**src/hdl/mts_pkg.sv**
```systemverilog
`timescale 1ns / 1ps

package mts_pkg;

  // request codes
  localparam logic REQ_PUSH = 1'b0;
  localparam logic REQ_POP  = 1'b1;

  // result status codes
  typedef enum logic [1:0] {
    ST_OK        = 2'd0,
    ST_POP_EMPTY = 2'd1,
    ST_PUSH_FULL = 2'd2
  } status_e;

  localparam int unsigned DataW = 32;
  localparam int unsigned FillW = 9;

  // one stack entry: held value and the minimum of it and everything below
  typedef struct packed {
    logic signed [DataW-1:0] val;
    logic signed [DataW-1:0] mn;
  } entry_t;

  // shift control broadcast to every cell
  typedef struct packed {
    logic push;
    logic pop;
  } shift_ctrl_t;

endpackage

```
**src/hdl/mts_cell.sv**
```systemverilog
`timescale 1ns / 1ps

module mts_cell (
  input  logic                clk_i,
  input  mts_pkg::shift_ctrl_t ctrl_i,
  input  mts_pkg::entry_t     up_i,
  input  mts_pkg::entry_t     dn_i,
  output mts_pkg::entry_t     entry_o
);
  import mts_pkg::*;

  entry_t entry_d, entry_q;

  // push shifts entries away from the top, pop shifts them toward it
  always_comb begin
    if (ctrl_i.push) begin
      entry_d = up_i;
    end else if (ctrl_i.pop) begin
      entry_d = dn_i;
    end else begin
      entry_d = entry_q;
    end
  end

  always_ff @(posedge clk_i) begin
    entry_q <= entry_d;
  end

  assign entry_o = entry_q;

endmodule

```
**config.mk**
```make
export PLATFORM = sky130hd
export DESIGN_NAME = mts_cell
export DESIGN_NICKNAME = d
export VERILOG_FILES = /design/src/hdl/mts_pkg.sv /design/src/hdl/mts_cell.sv
export SDC_FILE = /design/constraint.sdc
export NUM_CORES = 1
export LEC_CHECK = 0
export ABC_AREA = 0
export BUFFER_PORTS_ARGS = -buffer_cell sky130_fd_sc_hd__buf_2
export CAP_MARGIN = 20
export CORE_MARGIN = 2
export CORE_UTILIZATION = 45
export CTS_CLUSTER_DIAMETER = 120
export CTS_CLUSTER_SIZE = 14
export DETAILED_ROUTE_END_ITERATION = 10
export PLACE_DENSITY = 0.86
export SLEW_MARGIN = 20
export SYNTH_ARGS = -nofsm -noshare
export SYNTH_HDL_FRONTEND = slang
export SYNTH_SLANG_ARGS = --single-unit
export TNS_END_PERCENT = 1
```
**constraint.sdc**
```tcl
create_clock -name clk_i -period 4.73 [get_ports clk_i]
set_input_delay 0.946 -clock clk_i [delete_from_list [all_inputs] [get_ports clk_i]]
set_output_delay 0.946 -clock clk_i [all_outputs]
set_load 0.01 [all_outputs]
```
==> out/metrics.json <==
{
  "grt_usage": {"value": 0.181},
  "fmaxAchievable": {"value": 402, "unit": "MHz"},
  "cts_buffers": {"value": 9},
  "via_per_inst": {"value": 4.72},
  "startpoint_type": {"value": "input port"},
  "synth_cells": {"value": 136},
  "vias": {"value": 1974},
  "pre_cts_ws": {"value": 1860, "unit": "ps"},
  "port_buffers": {"value": 194},
  "grt_max_degree": {"value": 43},
  "crit_path_max_fanout": {"value": 34},
  "grt_setup_unrepaired": {"value": "no"},
  "synth_top_area_frac": {"value": 0.661},
  "cts_setup_buffers": {"value": 0},
  "synthesis_to_finish_area_growth": {"value": 41.8, "unit": "%"},
  "totalNegativeSetupSlack": {"value": 0, "unit": "ps"},
  "met3RoutedLength": {"value": 560, "unit": "um"},
  "drv.max_cap_violation_count": {"value": 0},
  "routed_met2_length": {"value": 3530, "unit": "um"},
  "clk_pin_slew": {"value": 70, "unit": "ps"},
  "drt-pass1-iter-count": {"value": 3},
  "fin_crit": {"value": 2490, "unit": "ps"},
  "drt_total_wl": {"value": 6620, "unit": "um"},
  "tritoncts": {"value": "done"},
  "cp_data_arrival_time": {"value": 2460, "unit": "ps"},
  "power_density_over_cell_area": {"value": 348, "unit": "nW/um2"},
  "antennaDiodeCount": {"value": 0},
  "number_of_routed_nets_with_antenna_violations": {"value": 0},
  "global_route_wire_length_before_repair": {"value": 9660, "unit": "um"},
  "tightest_slew": {"value": 712, "unit": "ps"},
  "synth_area_leaders": {"value": "sky130_fd_sc_hd__edfxtp_1 (66%), sky130_fd_sc_hd__mux2_4 (25%), sky130_fd_sc_hd__mux2_2 (5.8%)"},
  "first_global_vias": {"value": 2028},
  "final_min_period_over_clock_period": {"value": 0.526},
  "hold_viol_final": {"value": 0},
  "gp_congestion": {"value": 0.789},
  "mappedNetlistArea": {"value": 2910, "unit": "um2"},
  "dpl.hpwl": {"value": 5270, "unit": "um"},
  "ctsRootBufferMaster": {"value": "sky130_fd_sc_hd__clkbuf_8"},
  "status": {"value": "completed"},
  "fp.dieW": {"value": 84.4, "unit": "um"},
  "syn_avg_cell_area": {"value": 21.4, "unit": "um2"},
  "synth_top_cell_by_area": {"value": "sky130_fd_sc_hd__edfxtp_1"},
  "fin_nets": {"value": 467},
  "drive_above_1_share": {"value": 0.798},
  "io-pin-count": {"value": 195},
  "fp-row-count": {"value": 29},
  "drc_markers": {"value": 0},
  "ctsHoldBuffers": {"value": 0},
  "synth_sequential_area_ratio": {"value": 0.661},
  "synth.ff_latch_count": {"value": 64},
  "met1Wirelength": {"value": 2300, "unit": "um"},
  "ctsResizeCount": {"value": 0},
  "tritoncts_num_sinks": {"value": 64},
  "syn_nets": {"value": 267},
  "setup_viol_count_final": {"value": 0},
  "criticalPathCategory": {"value": "input port to register"},
  "top_layer": {"value": "met4"},
  "htree_num_levels": {"value": 3},
  "wire_per_inst": {"value": 15.8, "unit": "um"},
  "drtIter0Drc": {"value": 60},
  "die_area": {"value": 7110, "unit": "um2"},
  "critical_path_end_type": {"value": "register"},
  "power.leakage": {"value": 1.99, "unit": "nW"},
  "largest_register_ffs": {"value": 64},
  "floorplan.initialDensity": {"value": 0.460},
  "design.core.area": {"value": 6310, "unit": "um2"},
  "worst-endpoint-required": {"value": 4700, "unit": "ps"},
  "max-clock-path-buffers": {"value": 2},
  "ir_drop": {"value": 0.219, "unit": "mV"},
  "slew_viol_final": {"value": 0},
  "worst_slew_margin_rel": {"value": 0.525},
  "antenna_found_initial": {"value": 0},
  "worst_hold_path_type": {"value": "input port to register"},
  "yosys_warnings": {"value": 0},
  "worst_slack": {"value": 2240, "unit": "ps"},
  "synthDistinctLibCells": {"value": 6},
  "total_congestion_overflow_after_global_routing": {"value": 0},
  "fp.dieH": {"value": 84.4, "unit": "um"}
}
[path summary, 6_finish.rpt]
check / start / to / depth (start not counted)
max: ctrl_i[1] / entry_o[9]$_DFFE_PP_ / 3
min: up_i[61] / entry_o[61]$_DFFE_PP_ / 2
[metal layers]
layer	vias up	track usage
met3	20	0.0590
met2	119	0.324
met1	900	0.186
li1	935	-
met4	0	0.102
met5	-	0
[cell usage after synthesis]
| master | n |
|---|---|
| sky130_fd_sc_hd__or2_1 | 1 |
| sky130_fd_sc_hd__buf_6 | 6 |
| sky130_fd_sc_hd__mux2_4 | 49 |
| sky130_fd_sc_hd__mux2_2 | 15 |
| sky130_fd_sc_hd__edfxtp_1 | 64 |
| sky130_fd_sc_hd__buf_2 | 1 |
[through the flow]
stage / cells / instance area [um2] / util / hold WS, ps / total power [mW]
after floorplan: 136 / 2910 / - / 1160 / 0.849
after global placement: 402 / 3920 / 0.620 / 1250 / 0.962
after detailed placement: 402 / 3920 / 0.620 / 1250 / 0.972
after CTS: 418 / 4120 / 0.653 / 903 / 1.45
after global routing: 418 / 4120 / 0.653 / 895 / 1.50
final: 418 / 4120 / 0.653 / 917 / 1.43
[cell type report]
| class | instances | area [um2] |
|---|---|---|
| multi-input combinational | 65 | 911 |
| tap | 77 | 96.3 |
| clock buffer | 11 | 131 |
| sequential | 64 | 1920 |
| fill | 483 | 2190 |
| timing repair buffer | 196 | 988 |
| clock inverter | 5 | 71.3 |
[worst max-delay path: stages]
cell and delay [ps]:
sky130_fd_sc_hd__buf_4 320, sky130_fd_sc_hd__or2_2 660, sky130_fd_sc_hd__buf_4 500
[logic make-up after synthesis]
kind of cell           count (synthesis)  share of synthesized area
buffers and inverters                  7                     0.0250
AND/OR/NAND/NOR                        1                    0.00215
flip-flops                            64                      0.661
multiplexers                          64                      0.311
[cell usage in the layout (no fill, tap or decap)]
master / netlist / final
sky130_fd_sc_hd__mux2_2: 15 / 15
sky130_fd_sc_hd__clkbuf_8: 0 / 9
sky130_fd_sc_hd__buf_4: 0 / 3
sky130_fd_sc_hd__bufinv_16: 0 / 2
sky130_fd_sc_hd__mux2_4: 49 / 49
sky130_fd_sc_hd__buf_2: 1 / 193
sky130_fd_sc_hd__clkbuf_1: 0 / 2
sky130_fd_sc_hd__clkinv_1: 0 / 3
sky130_fd_sc_hd__edfxtp_1: 64 / 64
sky130_fd_sc_hd__or2_2: 0 / 1
[report_power, final]
group	internal [mW]	switching [mW]
combinational	0.136	0.108
sequential	0.697	0.0151
clock	0.292	0.186
Note: power is estimated with default switching activity, not from simulation.
